## config.mk

```make
export PLATFORM = sky130hd
export DESIGN_NAME = modular_inverse_ext_euclid
export DESIGN_NICKNAME = d
export VERILOG_FILES = /design/src/rtl/modinv_pkg.sv /design/src/rtl/modinv_divacc.sv /design/src/rtl/modular_inverse_ext_euclid.sv
export SDC_FILE = /design/constraint.sdc
export NUM_CORES = 1
export LEC_CHECK = 0
export BUFFER_PORTS_ARGS = -buffer_cell sky130_fd_sc_hd__buf_2
export CORE_MARGIN = 5
export CORE_UTILIZATION = 30
export DETAILED_ROUTE_END_ITERATION = 12
export SLEW_MARGIN = 0
export SYNTH_ARGS = -nofsm -noshare
export SYNTH_HDL_FRONTEND = slang
export SYNTH_SLANG_ARGS = --single-unit
```

## constraint.sdc

```tcl
create_clock -name aclk -period 17.47 [get_ports aclk]
set_clock_uncertainty 0.15 [all_clocks]
set_input_delay 0.8735 -clock aclk [delete_from_list [all_inputs] [get_ports aclk]]
set_output_delay 0.8735 -clock aclk [all_outputs]
set_load 0.005 [all_outputs]
```

## src/rtl/modinv_pkg.sv

```systemverilog
// ----------------------------------------------------------------------------
// modinv_pkg: shared types and constants for the modular inverse block
// Port widths of the operand and result fields, and the status bundle that
// the divide/accumulate unit hands back to the sequencer.
// ----------------------------------------------------------------------------
package modinv_pkg;

    // Fixed widths of the operand and result ports
    localparam int IN_WIDTH  = 32;
    localparam int OUT_WIDTH = 32;

    // Status of the shared divide/accumulate unit
    typedef struct packed {
        logic busy;
        logic done;
    } modinv_step_stat_t;

endpackage

```

## src/rtl/modinv_divacc.sv

```systemverilog
// ----------------------------------------------------------------------------
// modinv_divacc: shared bit-serial divide and multiply-accumulate unit
// Restoring division, one quotient bit per cycle, MSB first. Each quotient bit
// also feeds a Horner accumulator, so that acc ends as quotient * mult_in.
// ----------------------------------------------------------------------------
module modinv_divacc
    import modinv_pkg::*;
#(
    parameter int W = 32
) (
    input  logic              aclk,
    input  logic              aresetn,
    input  logic              start,
    input  logic [W-1:0]      dividend,
    input  logic [W-1:0]      divisor,
    input  logic [W-1:0]      mult_in,
    output logic [W-1:0]      remainder,
    output logic [W-1:0]      product,
    output modinv_step_stat_t stat
);

    localparam int CNT_W = $clog2(W + 1);

    logic [W-1:0]     rem_reg, rem_next;
    logic [W-1:0]     dvd_reg, dvd_next;
    logic [W-1:0]     acc_reg, acc_next;
    logic [CNT_W-1:0] cnt_reg, cnt_next;
    logic             busy_reg, busy_next;
    logic             done_reg, done_next;

    logic [W:0] shifted;
    logic [W:0] diff;
    logic       qbit;

    assign shifted = {rem_reg, dvd_reg[W-1]};
    assign diff    = shifted - {1'b0, divisor};
    assign qbit    = (shifted >= {1'b0, divisor});

    always_comb begin
        rem_next  = rem_reg;
        dvd_next  = dvd_reg;
        acc_next  = acc_reg;
        cnt_next  = cnt_reg;
        busy_next = busy_reg;
        done_next = 1'b0;
        if (start) begin
            rem_next  = '0;
            dvd_next  = dividend;
            acc_next  = '0;
            cnt_next  = CNT_W'(W);
            busy_next = 1'b1;
        end else if (busy_reg) begin
            // one quotient bit; partial product never exceeds the final one
            rem_next = qbit ? diff[W-1:0] : shifted[W-1:0];
            dvd_next = {dvd_reg[W-2:0], 1'b0};
            acc_next = {acc_reg[W-2:0], 1'b0} + (qbit ? mult_in : '0);
            cnt_next = cnt_reg - 1'b1;
            if (cnt_reg == CNT_W'(1)) begin
                busy_next = 1'b0;
                done_next = 1'b1;
            end
        end
    end

    always_ff @(posedge aclk) begin
        if (!aresetn) begin
            busy_reg <= 1'b0;
            done_reg <= 1'b0;
            cnt_reg  <= '0;
        end else begin
            busy_reg <= busy_next;
            done_reg <= done_next;
            cnt_reg  <= cnt_next;
        end
    end

    always_ff @(posedge aclk) begin
        rem_reg <= rem_next;
        dvd_reg <= dvd_next;
        acc_reg <= acc_next;
    end

    assign remainder = rem_reg;
    assign product   = acc_reg;
    assign stat.busy = busy_reg;
    assign stat.done = done_reg;

endmodule

```

## src/rtl/modular_inverse_ext_euclid.sv

```systemverilog
// Latency: equal or zero operands skip the Euclid loop and go straight to the output
//   state; otherwise the sequencer runs one divider pass per Euclid round (at most
//   about 46 rounds for 32-bit operands).
// Throughput: one item at a time; the bit-serial divider sets the round length.
// Reset: synchronous, active low; clears the sequencer and the result valid flag.
// ----------------------------------------------------------------------------
// modular_inverse_ext_euclid: modular inverse by extended Euclid
// The larger operand is the modulus; the smaller is inverted modulo it. A
// small sequencer drives one shared bit-serial divide/accumulate unit through
// each Euclid round and then normalizes the Bezout coefficient.
// ----------------------------------------------------------------------------
module modular_inverse_ext_euclid
    import modinv_pkg::*;
#(
    parameter int OPERAND_WIDTH = 32
) (
    input  logic                 aclk,
    input  logic                 aresetn,
    input  logic                 s_valid,
    output logic                 s_ready,
    input  logic [IN_WIDTH-1:0]  s_first_number,
    input  logic [IN_WIDTH-1:0]  s_second_number,
    output logic                 m_valid,
    input  logic                 m_ready,
    output logic [OUT_WIDTH-1:0] m_inverse_value,
    output logic                 m_inverse_exists
);

    localparam int W = OPERAND_WIDTH;

    // One-hot sequencer states
    typedef enum logic [4:0] {
        ST_IDLE = 5'b00001,   // wait for an input transfer
        ST_TEST = 5'b00010,   // end of Euclid loop check, kick the divider
        ST_DIV  = 5'b00100,   // divider running; fold its result in on done
        ST_NORM = 5'b01000,   // gcd test and sign normalization
        ST_OUT  = 5'b10000    // hand the result to the output register
    } state_t;

    state_t state_reg, state_next;

    // Euclid working set: remainders, coefficient magnitudes and their signs
    logic [W-1:0] r_prev_reg, r_prev_next;
    logic [W-1:0] r_cur_reg,  r_cur_next;
    logic [W-1:0] t_prev_reg, t_prev_next;
    logic [W-1:0] t_cur_reg,  t_cur_next;
    logic         neg_prev_reg, neg_prev_next;
    logic         neg_cur_reg,  neg_cur_next;
    logic [W-1:0] mod_reg,    mod_next;

    // Finished result, waiting for the output register
    logic [W-1:0] res_val_reg, res_val_next;
    logic         res_ok_reg,  res_ok_next;

    // Output register
    logic                 m_valid_reg, m_valid_next;
    logic [OUT_WIDTH-1:0] out_val_reg, out_val_next;
    logic                 out_ok_reg,  out_ok_next;

    logic [W-1:0] a_op, b_op, large_op, small_op;
    logic [W-1:0] t_norm;
    logic [OUT_WIDTH-1:0] res_val_out;
    logic         out_load;

    logic              div_start;
    logic [W-1:0]      div_rem, div_prod;
    modinv_step_stat_t div_stat;

    // Take the low OPERAND_WIDTH bits of each operand (zero-extended if wider), and fit the result to OUT_WIDTH
    generate
        if (W <= IN_WIDTH) begin : g_op_trunc
            assign a_op = s_first_number[W-1:0];
            assign b_op = s_second_number[W-1:0];
        end else begin : g_op_ext
            assign a_op = {{(W-IN_WIDTH){1'b0}}, s_first_number};
            assign b_op = {{(W-IN_WIDTH){1'b0}}, s_second_number};
        end
        if (W >= OUT_WIDTH) begin : g_res_trunc
            assign res_val_out = res_val_reg[OUT_WIDTH-1:0];
        end else begin : g_res_ext
            assign res_val_out = {{(OUT_WIDTH-W){1'b0}}, res_val_reg};
        end
    endgenerate

    assign large_op = (a_op > b_op) ? a_op : b_op;
    assign small_op = (a_op > b_op) ? b_op : a_op;

    // A coefficient equal to the modulus reduces to zero
    assign t_norm = (t_prev_reg == mod_reg) ? '0 : t_prev_reg;

    assign s_ready   = (state_reg == ST_IDLE);
    assign div_start = (state_reg == ST_TEST) && (r_cur_reg != '0);
    // Load the output register when it is empty or being drained this cycle
    assign out_load  = (state_reg == ST_OUT) && (!m_valid_reg || m_ready);

    modinv_divacc #(
        .W (W)
    ) u_divacc (
        .aclk      (aclk),
        .aresetn   (aresetn),
        .start     (div_start),
        .dividend  (r_prev_reg),
        .divisor   (r_cur_reg),
        .mult_in   (t_cur_reg),
        .remainder (div_rem),
        .product   (div_prod),
        .stat      (div_stat)
    );

    always_comb begin
        state_next    = state_reg;
        r_prev_next   = r_prev_reg;
        r_cur_next    = r_cur_reg;
        t_prev_next   = t_prev_reg;
        t_cur_next    = t_cur_reg;
        neg_prev_next = neg_prev_reg;
        neg_cur_next  = neg_cur_reg;
        mod_next      = mod_reg;
        res_val_next  = res_val_reg;
        res_ok_next   = res_ok_reg;

        case (state_reg)
            ST_IDLE: begin
                if (s_valid) begin
                    r_prev_next   = large_op;
                    r_cur_next    = small_op;
                    mod_next      = large_op;
                    t_prev_next   = '0;
                    t_cur_next    = {{(W-1){1'b0}}, 1'b1};
                    neg_prev_next = 1'b0;
                    neg_cur_next  = 1'b0;
                    res_val_next  = '0;
                    if (a_op == b_op) begin
                        // equal operands: only one and one counts, with value zero
                        res_ok_next = (a_op == {{(W-1){1'b0}}, 1'b1});
                        state_next  = ST_OUT;
                    end else if (small_op == '0) begin
                        res_ok_next = 1'b0;
                        state_next  = ST_OUT;
                    end else begin
                        state_next = ST_TEST;
                    end
                end
            end
            ST_TEST: begin
                // a zero remainder ends the loop; otherwise the divider starts
                state_next = (r_cur_reg == '0) ? ST_NORM : ST_DIV;
            end
            ST_DIV: begin
                if (div_stat.done) begin
                    // advance one round: t_next = t_prev + q * t_cur
                    r_prev_next   = r_cur_reg;
                    r_cur_next    = div_rem;
                    t_prev_next   = t_cur_reg;
                    t_cur_next    = div_prod + t_prev_reg;
                    neg_prev_next = neg_cur_reg;
                    neg_cur_next  = !neg_cur_reg;
                    state_next    = ST_TEST;
                end
            end
            ST_NORM: begin
                res_ok_next = (r_prev_reg == {{(W-1){1'b0}}, 1'b1});
                if (r_prev_reg != {{(W-1){1'b0}}, 1'b1}) begin
                    res_val_next = '0;
                end else if (neg_prev_reg && (t_norm != '0)) begin
                    res_val_next = mod_reg - t_norm;
                end else begin
                    res_val_next = t_norm;
                end
                state_next = ST_OUT;
            end
            ST_OUT: begin
                if (out_load) begin
                    state_next = ST_IDLE;
                end
            end
            default: begin
                state_next = ST_IDLE;
            end
        endcase
    end

    // Output register: hold until transfer, reload behind a draining result
    always_comb begin
        m_valid_next = m_valid_reg;
        out_val_next = out_val_reg;
        out_ok_next  = out_ok_reg;
        if (m_valid_reg && m_ready) begin
            m_valid_next = 1'b0;
        end
        if (out_load) begin
            m_valid_next = 1'b1;
            out_val_next = res_val_out;
            out_ok_next  = res_ok_reg;
        end
    end

    always_ff @(posedge aclk) begin
        if (!aresetn) begin
            state_reg   <= ST_IDLE;
            m_valid_reg <= 1'b0;
        end else begin
            state_reg   <= state_next;
            m_valid_reg <= m_valid_next;
        end
    end

    always_ff @(posedge aclk) begin
        r_prev_reg   <= r_prev_next;
        r_cur_reg    <= r_cur_next;
        t_prev_reg   <= t_prev_next;
        t_cur_reg    <= t_cur_next;
        neg_prev_reg <= neg_prev_next;
        neg_cur_reg  <= neg_cur_next;
        mod_reg      <= mod_next;
        res_val_reg  <= res_val_next;
        res_ok_reg   <= res_ok_next;
        out_val_reg  <= out_val_next;
        out_ok_reg   <= out_ok_next;
    end

    assign m_valid          = m_valid_reg;
    assign m_inverse_value  = out_val_reg;
    assign m_inverse_exists = out_ok_reg;

endmodule

```

# [Yosys cells after proc, flatten, opt, wreduce, memory -nomap -nowiden]
# Index checks and enable logic that the tools add are counted.
# W data, S select, Z words.
[word_totals] regBits=338 input_bits=68 out_inout_bits=35 wordCells=112
[classes] n_addsub=5 n_lt_le_gt_ge=2 n_eq_ne=15 muxes=46 n_bitwise=2 reduce_logical=22
[op_table] cell="$mux W32" n=17
[op_table] cell="$pmux W32 S2" n=5
[op_table] cell="$add A32 B32 Y32" n=2
[op_table] cell="$eq A32 B1 Y1 const B" n=2
[op_table] cell="$eq A32 B32 Y1" n=2
[op_table] cell="$logic_not A32 Y1" n=2
[op_table] cell="$reduce_bool A32 Y1" n=2
[op_table] cell="$sub A32 B32 Y32" n=2
[op_table] cell="$ge A33 B32 Y1" n=1
[op_table] cell="$gt A32 B32 Y1" n=1
[op_table] cell="$ne A32 B1 Y1 const B" n=1
[op_table] cell="$mux W5" n=5
[op_table] cell="$pmux W5 S5" n=1
[op_table] cell="$mux W1" n=12
[op_table] cell="$mux W6" n=2
[op_table] cell="$reduce_and A3 Y1" n=3
[op_table] cell="$reduce_bool A2 Y1" n=4
[op_table] cell="$eq A6 B1 Y1 const B" n=1
[op_table] cell="$pmux W1 S2" n=3
[op_table] cell="$sub A6 B1 Y6 const B" n=1
[op_table] cell="$eq A5 B1 Y1 const B" n=1
[op_table] cell="$eq A5 B2 Y1 const B" n=1
[op_table] cell="$eq A5 B3 Y1 const B" n=1
[op_table] cell="$eq A5 B4 Y1 const B" n=1
[op_table] cell="other kinds (12)" n=19

# [Logic depth before layout (Yosys ltp)]
# Gate-level depths: netlist of the first run.
[depth] depth_word=7 ltp_mapped=25 depth_no_buf=21

# [Cells and area by module]
# From an unflattened synthesis of the first run, not the netlist that was laid out.
[unflattened] cells_unflattened=2226 hier_area_um2=22061.2
[by_module_without_submodules] module="modular_inverse_ext_euclid" instances=1 cells_each=1337 area_each_um2=14362.5 seq_area_each_um2=6966.7
[by_module_without_submodules] module="modinv_divacc" instances=1 cells_each=889 area_each_um2=7698.6 seq_area_each_um2=2402.3

# [Worst setup path before layout of the first run]
# Ideal clock, no wire load.
[synth_path] kind="reg-to-reg" start="register state_reg[4]" end="register neg_cur_reg (enable)" setup_time_ps=662 t_arrival_ps=7248 required_time_ps=16658 slack_ps=9410 path_stages_with_launch=5 n_path_buf=1 period_less_slack_ps=8060 path_cell_list="dfxtp_1 nor3_1 nand3b_1 clkbuf_1 a21oi_1"
[synth_via] elab_chain_cells=3 elab_cells_between_ends=6 cone_classes="eq/ne (4); reduce/logical (2)"
[synth_rtl] element="from (decl)" line="modular_inverse_ext_euclid.sv:40" text="state_t state_reg, state_next;"
[synth_rtl] element="from (signal assigned)" line="modular_inverse_ext_euclid.sv:203" text="state_reg <= state_next;"
[synth_rtl] element="$eq A5 B3 Y1 or $eq A5 B1 Y1 (tied branches)" line="modular_inverse_ext_euclid.sv:122" text="case (state_reg)"
[synth_rtl] element="$ne A2 B1 Y1 (no source line) (tied with other cells)"
[synth_rtl] element="$reduce_and A3 Y1 (no source line) *"
[synth_rtl] element="to (signal assigned)" line="modular_inverse_ext_euclid.sv:214" text="neg_cur_reg <= neg_cur_next;"
[synth_rtl] element="to (decl)" line="modular_inverse_ext_euclid.sv:48" text="logic neg_cur_reg, neg_cur_next;"
# Mark *: on every way between the ends. The rest lies on a longest branch, timed or not.
# A chain may end at the register's enable or synchronous reset.

# [Worst setup path after layout of the first run]
[layout_path] start="register r_cur_reg[1]" end="register u_divacc.acc_reg[30], in the netlist u_divacc.product[30]"
[layout_via] elab_chain_cells=3 elab_cells_between_ends=5 cone_classes="add/sub (1); order compare (1); mux (1); reduce/logical (2)"
[layout_rtl] element="from (decl)" line="modular_inverse_ext_euclid.sv:44" text="logic [W-1:0] r_cur_reg, r_cur_next;"
[layout_rtl] element="from (signal assigned)" line="modular_inverse_ext_euclid.sv:210" text="r_cur_reg <= r_cur_next;"
[layout_rtl] element="$ge A33 B32 Y1" line="modinv_divacc.sv:37" text="assign qbit = (shifted >= {1'b0, divisor});"
[layout_rtl] element="$mux W32" line="modinv_divacc.sv:56" text="acc_next = {acc_reg[W-2:0], 1'b0} + (qbit ? mult_in : '0);"
[layout_rtl] element="$add A32 B32 Y32" line="modinv_divacc.sv:56"
[layout_rtl] element="to (signal assigned)" line="modinv_divacc.sv:80" text="acc_reg <= acc_next;"
[layout_rtl] element="to (decl)" line="modinv_divacc.sv:26" text="logic [W-1:0] acc_reg, acc_next;"
# Parallel ways exist; a longest one is shown, timed or not.

==> impl_metrics.yaml, run 1 <==
critical_path:
  crit_type: "reg -> reg"
  cp_max_fo: 65
  worst-path-buf-inv: 2
  critical_path_required_ns: 17.73
  max_stage_delay_ns: 0.72
  rr_endpoint: "u_divacc.product[30]"
  rr_worst_depth: 21
  arrival_ns: 6.74
  rr_startpoint: "r_cur_reg[1]"
  cp_top_family: "compound AO/OA/AOI/OAI gates"
  crit_cells: 21
  crit_path_top_delay_cell: "buf_4"
  crit_chain: "inv_1, ha_1, nor2b_1, o31a_1, o31ai_2, a21oi_2, a211o_1, a31oi_4, buf_4, nor2b_1, ha_1, a21oi_1, o21bai_1, o21ai_0, a21boi_0, o21ai_0, o211ai_1, a31oi_1, xnor2_1, mux2i_1, nor2_1"
  ff2ff_setup_slack_ns: 10.98
  cp-start-kind: "register"
  worst_setup_path_end_kind: "register"
logic_synthesis:
  seq_area_frac_synth_pct: 44.1
  synthesis.area_um2: 21300
  ys.flop_type: "edfxtp_1"
  synth_edf_count: 260
  synthCells: 2199
  async_flop_share_pct: 0
  syn_nets: 2429
  syn_avg_cell_area_um2: 9.67
  synth_seq_cells: 338
  synth_cell_type_count: 78
  ys_warn_count: 0
clock_network:
  clockBufferDepth: 3
  clkLatencyLatePin_ns: 0.57
  h-tree-depth: 2
  path_clk_slew_ns: 0.06
  cts.sinks: 338
  cts_made_buffers: 38
  ctsResizeCount: 0
  cts_tree: "done"
  cts_hold_buf: 0
  root_buffer: "clkbuf_16"
  postCtsSetupBuffers: 0
global_route:
  gr-usage-all-layers_pct: 15.5
  grt_pass1_vias: 16100
  grt_overflow_total: 0
  grt_first_pass_wirelength_mm: 94.5
  grt_max_degree: 105
  antenna_found_initial: 2
layout:
  layout_common_cells: "260 x edfxtp_1, 255 x nor2_1, 202 x a21oi_1"
  area_growth_pct: 12.8
  drive_above_1_share_pct: 11.6
  nNetsFinal: 2500
  layout_commonest_cell: "edfxtp_1"
detailed_routing:
  drt_wl_total_mm: 61.9
  ant_nets: 0
  drt-initial-drc-count: 1452
  detail_route.wl_per_cell_um: 19.1
  drc: 0
  via_per_inst: 5.24
  dr.pass1.iters: 6
  num_vias: 17000
floorplan:
  core_um2: 70100
  num_rows: 97
  io_pins: 103
  dieArea_um2: 76300
  die_y_um: 276
  die_w_um: 276
  start_util_pct: 30.3
sta:
  finalCriticalPeriod_ns: 6.49
  hold_violations: 0
  tns_ns: 0
  post-route-period-util_pct: 37.1
  maxSlewHeadroom_pct: 18.6
  final_max_slew_viol_count: 0
  fin_ws_ns: 10.98
  max_freq_mhz: 154
  finalSetupViolations: 0
  worstMarginPinSlew_ns: 1.22
  rsz0062_at_grt: "no"
pwr:
  p_per_area_nw_per_um2: 194
  power_leakage_nw: 9.45
  peakVddDrop_uv: 166
hold_path:
  min_path_cells: 0
  hold_path.class: "reg -> reg"
  whs_endpoint: "m_inverse_value[18]"
  min-delay-start: "res_val_out[18]"
flow_run:
  max-cap-violations: 0
placed_design:
  portBuffers: 102
  pre_cts_ws_ns: 11.08
  gp_congestion: 0.930
  hpwl_mm: 47.4
outcome:
  outcome: "finished, final reports clean"
==> where the power goes <==
group / switching, W / internal, W / total, W / leakage (nW)
clock: 0.000334 / 0.000456 / 0.000790 / 0.591
sequential: 0.000277 / 0.00128 / 0.00156 / 3.14
combinational: 0.00141 / 0.000900 / 0.00231 / 5.72
total: 0.00202 / 0.00264 / 0.00466 / 9.45
==> per-layer routing <==
layer	GRT usage, %	up-vias	share of wire, %
met5	0	-	0.021
met4	7.62	2	5.4
met3	3.29	124	7.4
met2	24.2	573	44
met1	20.4	8122	43
li1	-	8150	-
==> cell families (layout without fill, tap and decap cells) <==
group / Yosys count / count (layout) / share of synthesized area (%)
adders and majority gates: 162 / 162 / 9.68
muxes: 91 / 91 / 4.67
and+or+nand+nor: 737 / 737 / 16.5
other: 0 / 1 / 0
DFF: 338 / 338 / 44.1
buffers and inverters: 187 / 288 / 3.50
AOI/OAI and AO/OA: 545 / 545 / 15.9
xor gates and xnor gates: 139 / 139 / 5.73
==> Yosys cell counts, types with 6 or more instances <==
| master | number | area (um2) |
|---|---|---|
| o21ai_1 | 7 | 35.0 |
| a211oi_1 | 26 | 195 |
| and3_1 | 17 | 106 |
| a21o_1 | 55 | 413 |
| mux2_2 | 65 | 732 |
| buf_1 | 6 | 22.5 |
| buf_2 | 22 | 110 |
| ha_1 | 158 | 1980 |
| dfxtp_1 | 78 | 1560 |
| nor2b_1 | 51 | 319 |
| nand2_1 | 172 | 646 |
| o21a_1 | 18 | 135 |
| nor4_1 | 47 | 294 |
| nand3_1 | 32 | 160 |
| nor2_1 | 257 | 965 |
| clkbuf_1 | 52 | 195 |
| xnor2_1 | 96 | 841 |
| nor3_1 | 30 | 150 |
| o21ai_0 | 109 | 546 |
| mux2i_1 | 26 | 260 |
| a31oi_1 | 15 | 93.8 |
| nand4_1 | 33 | 206 |
| or3_1 | 8 | 50.1 |
| nand2b_1 | 24 | 150 |
| and2_1 | 39 | 244 |
| o22ai_1 | 6 | 37.5 |
| edfxtp_1 | 260 | 7810 |
| xor2_1 | 43 | 377 |
| o21bai_1 | 15 | 113 |
| o211ai_1 | 28 | 210 |
| o31ai_1 | 6 | 45.0 |
| a21oi_1 | 204 | 1020 |
| inv_1 | 103 | 387 |
==> worst max-delay path by stage <==
stage,startpoint,end,slack [ns]
after CTS,r_cur_reg[1],u_divacc.product[30],11.02
after global routing,r_cur_reg[1],u_divacc.product[31],10.56
after detailed placement,r_cur_reg[1],u_divacc.product[30],11.08
after floorplan,state_reg[4],neg_cur_reg,9.41
after global placement,r_cur_reg[1],u_divacc.product[30],11.16
final,r_cur_reg[1],u_divacc.product[30],10.98
==> worst register-to-register path, stage by stage (launching register included) <==
cell and delay [ns]:
edfxtp_1 0.42, inv_1 0.10, ha_1 0.31, nor2b_1 0.14, o31a_1 0.27, o31ai_2 0.36, a21oi_2 0.18, a211o_1 0.35
a31oi_4 0.67, buf_4 0.72, nor2b_1 0.23, ha_1 0.32, a21oi_1 0.20, o21bai_1 0.13, o21ai_0 0.26, a21boi_0 0.20
o21ai_0 0.62, o211ai_1 0.20, a31oi_1 0.23, xnor2_1 0.08, mux2i_1 0.13, nor2_1 0.05
==> per-stage QoR <==
step                total power, W  area [um2]  hold slack [ns]  utilization, %  std cells
finish                     0.00466       24000            0.266            34.2       3241
global route               0.00500       24000            0.274            34.2       3240
CTS                        0.00466       24000            0.267            34.2       3240
detailed placement         0.00385       22800            0.255            32.4       3170
global placement           0.00380       22800            0.251            32.4       3170
floorplan                  0.00330       21300            0.250               -       2199
==> layout make-up <==
type | instances | area (um2)
Fill cell | 7111 | 46200
Multi-Input combinational cell | 1674 | 11200
Sequential cell | 338 | 9370
Tap cell | 940 | 1180
Clock buffer | 53 | 1060
Timing Repair Buffer | 114 | 601
Inverter | 104 | 390
Clock inverter | 17 | 163
Antenna cell | 1 | 2.50
(Power assumes the default switching activity.)
==> inputs of run 2 (changes only) <==
clock period = 6.7 ns   (was 17.47 ns; I/O delays follow)
==> run 2 against run 1 <==
Die area stayed put. Cell count increased by 0.25%. Final area increased by 0.13%. Clock power rose to 2.5 times the previous value. Sequential cell count stayed put. Critical endpoint unchanged. Clock-buffer cell count fell by 2.
==> impl_metrics.yaml, run 2 (synthesis results as in run 1) <==
outcome:
  outcome: "finished, final reports clean"
sta:
  finalSetupViolations: 0
  hold_violations: 0
  maxSlewHeadroom_pct: 31.0
  max_freq_mhz: 175
  tns_ns: 0
  worst_hold_slack_ns: 0.0401
  final_max_slew_viol_count: 0
  fin_ws_ns: 1.00
  post-route-period-util_pct: 85.1
  finalCriticalPeriod_ns: 5.70
  worstMarginPinSlew_ns: 1.03
  rsz0062_at_grt: "no"
detailed_routing:
  num_vias: 17100
  drt-initial-drc-count: 1330
  via_per_inst: 5.26
  detail_route.wl_per_cell_um: 19.1
  drt_wl_total_mm: 62.1
  ant_nets: 0
  drc: 0
  dr.pass1.iters: 5
pwr:
  peakVddDrop_uv: 214
  internal_power_w: 0.00688
  seqPwrFrac_pct: 33.4
  power_frac_clock_pct: 16.4
  p_comb_share_pct: 50.2
  p_per_area_nw_per_um2: 509
  power_w: 0.0122
  power_leakage_nw: 9.47
  power.switching_w: 0.00533
  swShare_pct: 43.7
global_route:
  grt_pass1_vias: 16400
  gr-max-usage-layer: "met2"
  grt_max_degree: 105
  grt_use_met3_pct: 2.68
  gr-usage-all-layers_pct: 15.6
  grt_overflow_total: 0
  grt_first_pass_wirelength_mm: 95.5
  grtUsageMet1_pct: 21.1
  antenna_found_initial: 3
  globalRouteMet2Util_pct: 25.0
layout:
  nNetsFinal: 2509
  register_area_um2: 9370
  drive_above_1_share_pct: 11.7
  area_growth_pct: 12.9
  layout_common_cells: "260 x edfxtp_1, 255 x nor2_1, 202 x a21oi_1"
  fill_cells: 7178
  multiInputGateArea_um2: 11200
  fin_util_pct: 34.2
  layout_commonest_cell: "edfxtp_1"
floorplan:
  io_pins: 103
  dieArea_um2: 76300
  die_w_um: 276
  die_y_um: 276
  num_rows: 97
  start_util_pct: 30.3
  core_um2: 70100
critical_path:
  arrival_ns: 5.96
  cp-start-kind: "register"
  rr_worst_depth: 20
  cp_max_fo: 20
  worst_setup_path_end_kind: "register"
  ff2ff_setup_slack_ns: 1.00
  crit_type: "reg -> reg"
  critical_path_required_ns: 6.96
placed_design:
  gp_congestion: 0.937
  pre_cts_ws_ns: 1.02
  hpwl_mm: 47.4
  portBuffers: 102
clock_network:
  cts.sinks: 338
  cts_made_buffers: 37
  cts_hold_buf: 3
  h-tree-depth: 2
  path_clk_slew_ns: 0.06
  clkLatencyLatePin_ns: 0.57
  clockBufferDepth: 3
  postCtsSetupBuffers: 0
  root_buffer: "clkbuf_16"
  ctsResizeCount: 0
  cts_tree: "done"
hold_path:
  hold_path.class: "in -> reg"
  min_path_cells: 2
flow_run:
  max-cap-violations: 0
run 2: worst paths after layout:
kind,from,endpoint
setup reg to reg,r_cur_reg[1],u_divacc.product[30]
hold reg to reg,res_val_out[16],m_inverse_value[16]
hold / removal,s_first_number[31],mod_reg[31]
setup / recovery,r_cur_reg[1],u_divacc.product[30]
run 2: per-layer routing:
metal	share of wire (%)	vias to the layer above
met3	6.7	119
li1	-	8168
met1	44	8229
met4	4.0	0
met2	45	580
met5	0	-
run 2: metrics by stage:
stage / instance area [um2] / instances
2_1_floorplan: 21300 / 2199
3_3_place_gp: 22800 / 3177
3_5_place_dp: 22800 / 3177
4_1_cts: 24000 / 3248
5_1_grt: 24000 / 3248
6_report: 24000 / 3249
run 2: cell type report:
cell class	instances	share of cell area (%)
inverters	104	1.63
repair buffers	124	2.85
well taps	940	4.90
flip-flops and latches	338	39.0
clock inverters	17	0.693
diodes	1	0.0104
clock buffers	51	4.20
multi-input cells	1674	46.7
run 2: critical path, stage by stage (launching register included):
cell	delay [ns]
edfxtp_1	0.42
inv_1	0.09
ha_1	0.31
nor2b_1	0.16
o31a_1	0.28
o31ai_2	0.35
a21oi_2	0.17
a211o_1	0.35
a31oi_4	0.68
nor2b_1	0.19
ha_1	0.32
a21oi_1	0.19
o21bai_1	0.13
o21ai_0	0.26
a21boi_0	0.19
o21ai_0	0.59
o211ai_1	0.20
a31oi_1	0.23
xnor2_1	0.08
mux2i_1	0.13
nor2_1	0.05
run 2: power by group through the flow:
| stage | Clock, W | Combinational (W) | Sequential [W] |
|---|---|---|---|
| floorplan | 0 | 0.00469 | 0.00382 |
| global placement | 0 | 0.00592 | 0.00408 |
| detailed placement | 0 | 0.00602 | 0.00409 |
| CTS | 0.00206 | 0.00608 | 0.00406 |
| global route | 0.00214 | 0.00679 | 0.00415 |
| finish | 0.00201 | 0.00613 | 0.00407 |
==> inputs of run 3 (changes only) <==
CORE_UTILIZATION = 42   (was 30)
==> run 3 against run 2 <==
Wire length down 4.0%. Final area down 0.88%. Sequential share of layout area up 0.35 points. Power up 0.39%. Critical path type unchanged. Critical endpoint unchanged.
==> impl_metrics.yaml, run 3 (synthesis results as in run 1) <==
outcome:
  outcome: "finished, final reports clean"
pwr:
  internal_power_w: 0.00700
  power.switching_w: 0.00525
  power_leakage_nw: 9.52
  power_frac_clock_pct: 17.6
  p_comb_share_pct: 49.1
  peakVddDrop_uv: 469
  seqPwrFrac_pct: 33.3
  p_per_area_nw_per_um2: 515
  swShare_pct: 42.8
floorplan:
  dieArea_um2: 55200
  core_um2: 50100
  start_util_pct: 42.5
  die_w_um: 235
  io_pins: 103
  die_y_um: 235
  num_rows: 82
global_route:
  antenna_found_initial: 1
  gr-usage-all-layers_pct: 20.9
  grt_pass1_vias: 16100
  grt_max_degree: 96
  grt_first_pass_wirelength_mm: 92.3
  grt_overflow_total: 0
critical_path:
  max_stage_delay_ns: 0.61
  arrival_ns: 5.91
  worst_setup_path_end_kind: "register"
  worst-path-buf-inv: 2
  crit_type: "reg -> reg"
  startpoint: "r_cur_reg[1]"
  cp_max_fo: 17
  rr_startpoint: "r_cur_reg[1]"
  cp_top_family: "compound AO/OA/AOI/OAI gates"
  critical_path_required_ns: 6.97
  cp-start-kind: "register"
  crit_chain: "inv_1, ha_1, nor2b_1, o31a_1, o31ai_2, a21oi_2, a211o_1, a31oi_4, buf_4, nor2b_1, ha_1, nand2_1, o21ai_0, nor3_1, nand3_1, o21ai_0, o211ai_1, a31oi_1, xnor2_1, mux2i_1, nor2_1"
  crit_path_top_delay_cell: "a31oi_4"
placed_design:
  hpwl_mm: 45.1
  gp_congestion: 0.916
  portBuffers: 102
hold_path:
  hold_path.class: "in -> reg"
  min-delay-start: "s_first_number[28]"
layout:
  fill_cells: 4782
  layout_common_cells: "260 x edfxtp_1, 255 x nor2_1, 202 x a21oi_1"
  fin_util_pct: 47.5
  nNetsFinal: 2513
  area_growth_pct: 11.9
  layout_commonest_cell: "edfxtp_1"
  drive_above_1_share_pct: 11.6
  n_antenna_cell: 0
sta:
  finalSetupViolations: 0
  final_max_slew_viol_count: 0
  rsz0062_at_grt: "no"
  maxSlewHeadroom_pct: 26.5
  max_freq_mhz: 177
  tns_ns: 0
  hold_violations: 0
  post-route-period-util_pct: 84.2
  worstMarginPinSlew_ns: 1.10
  finalCriticalPeriod_ns: 5.64
clock_network:
  root_buffer: "clkbuf_16"
  clockBufferDepth: 3
  h-tree-depth: 2
  clkLatencyLatePin_ns: 0.57
  path_clk_slew_ns: 0.06
  cts_tree: "done"
  cts_hold_buf: 6
  cts_made_buffers: 39
  postCtsSetupBuffers: 0
  cts.sinks: 338
  ctsResizeCount: 0
detailed_routing:
  dr.pass1.iters: 7
  drt_wl_total_mm: 59.6
  detail_route.wl_per_cell_um: 20.0
  via_per_inst: 5.66
  drt-initial-drc-count: 1391
  drc: 0
  ant_nets: 0
  num_vias: 16900
flow_run:
  max-cap-violations: 0
run 3: changes by cell type in the layout (fill, tap and decap cells not counted), moves of 2 or more:
cell / previous run / this run
bufinv_16: 2 / 5
clkbuf_1: 11 / 8
clkbuf_16: 37 / 39
clkbuf_8: 3 / 1
clkinv_1: 4 / 10
clkinv_2: 6 / 2
clkinv_8: 2 / 0
dlygate4sd3_1: 3 / 6
run 3: final cells by class:
type                    count  area [um2]  area share, %
well taps                 672         841           3.53
inverters                 104         390           1.64
flip-flops and latches    338        9370           39.4
clock inverters            23         251           1.06
repair buffers            126         706           2.97
clock buffers              48        1020           4.29
multi-input cells        1674       11200           47.1
run 3: worst paths after layout:
kind,depth (start not counted),slack [ns],end
setup / recovery,21,1.06,u_divacc.product[30]
hold / removal,2,0.02,mod_reg[28]
setup reg to reg,21,1.06,u_divacc.product[30]
hold reg to reg,0,0.27,m_inverse_value[19]
run 3: power by group through the flow:
| stage | clock (W) | combinational, W | sequential, W |
|---|---|---|---|
| floorplan | 0 | 0.00469 | 0.00382 |
| global placement | 0 | 0.00585 | 0.00409 |
| detailed placement | 0 | 0.00594 | 0.00410 |
| CTS | 0.00221 | 0.00599 | 0.00407 |
| global route | 0.00229 | 0.00671 | 0.00416 |
| finish | 0.00216 | 0.00602 | 0.00408 |
run 3: per-stage QoR:
step                hold slack (ns)  worst slack (ns)  std cells  power, W  instance area [um2]
CTS                         0.00136              1.06       2985    0.0123                23800
global placement              0.250              1.23       2908   0.00994                22500
finish                       0.0245              1.06       2985    0.0123                23800
floorplan                     0.250              1.21       2199   0.00852                21300
detailed placement            0.256              1.07       2908    0.0100                22500
global route                 0.0205             0.701       2985    0.0132                23800
run 3: metal layers:
| layer | up-vias | GRT usage (%) | share of wire (%) |
|---|---|---|---|
| met1 | 8114 | 29.3 | 46 |
| met2 | 489 | 32.4 | 44 |
| met5 | - | 0 | 0.012 |
| li1 | 8165 | - | - |
| met4 | 2 | 7.73 | 3.9 |
| met3 | 114 | 3.85 | 6.3 |
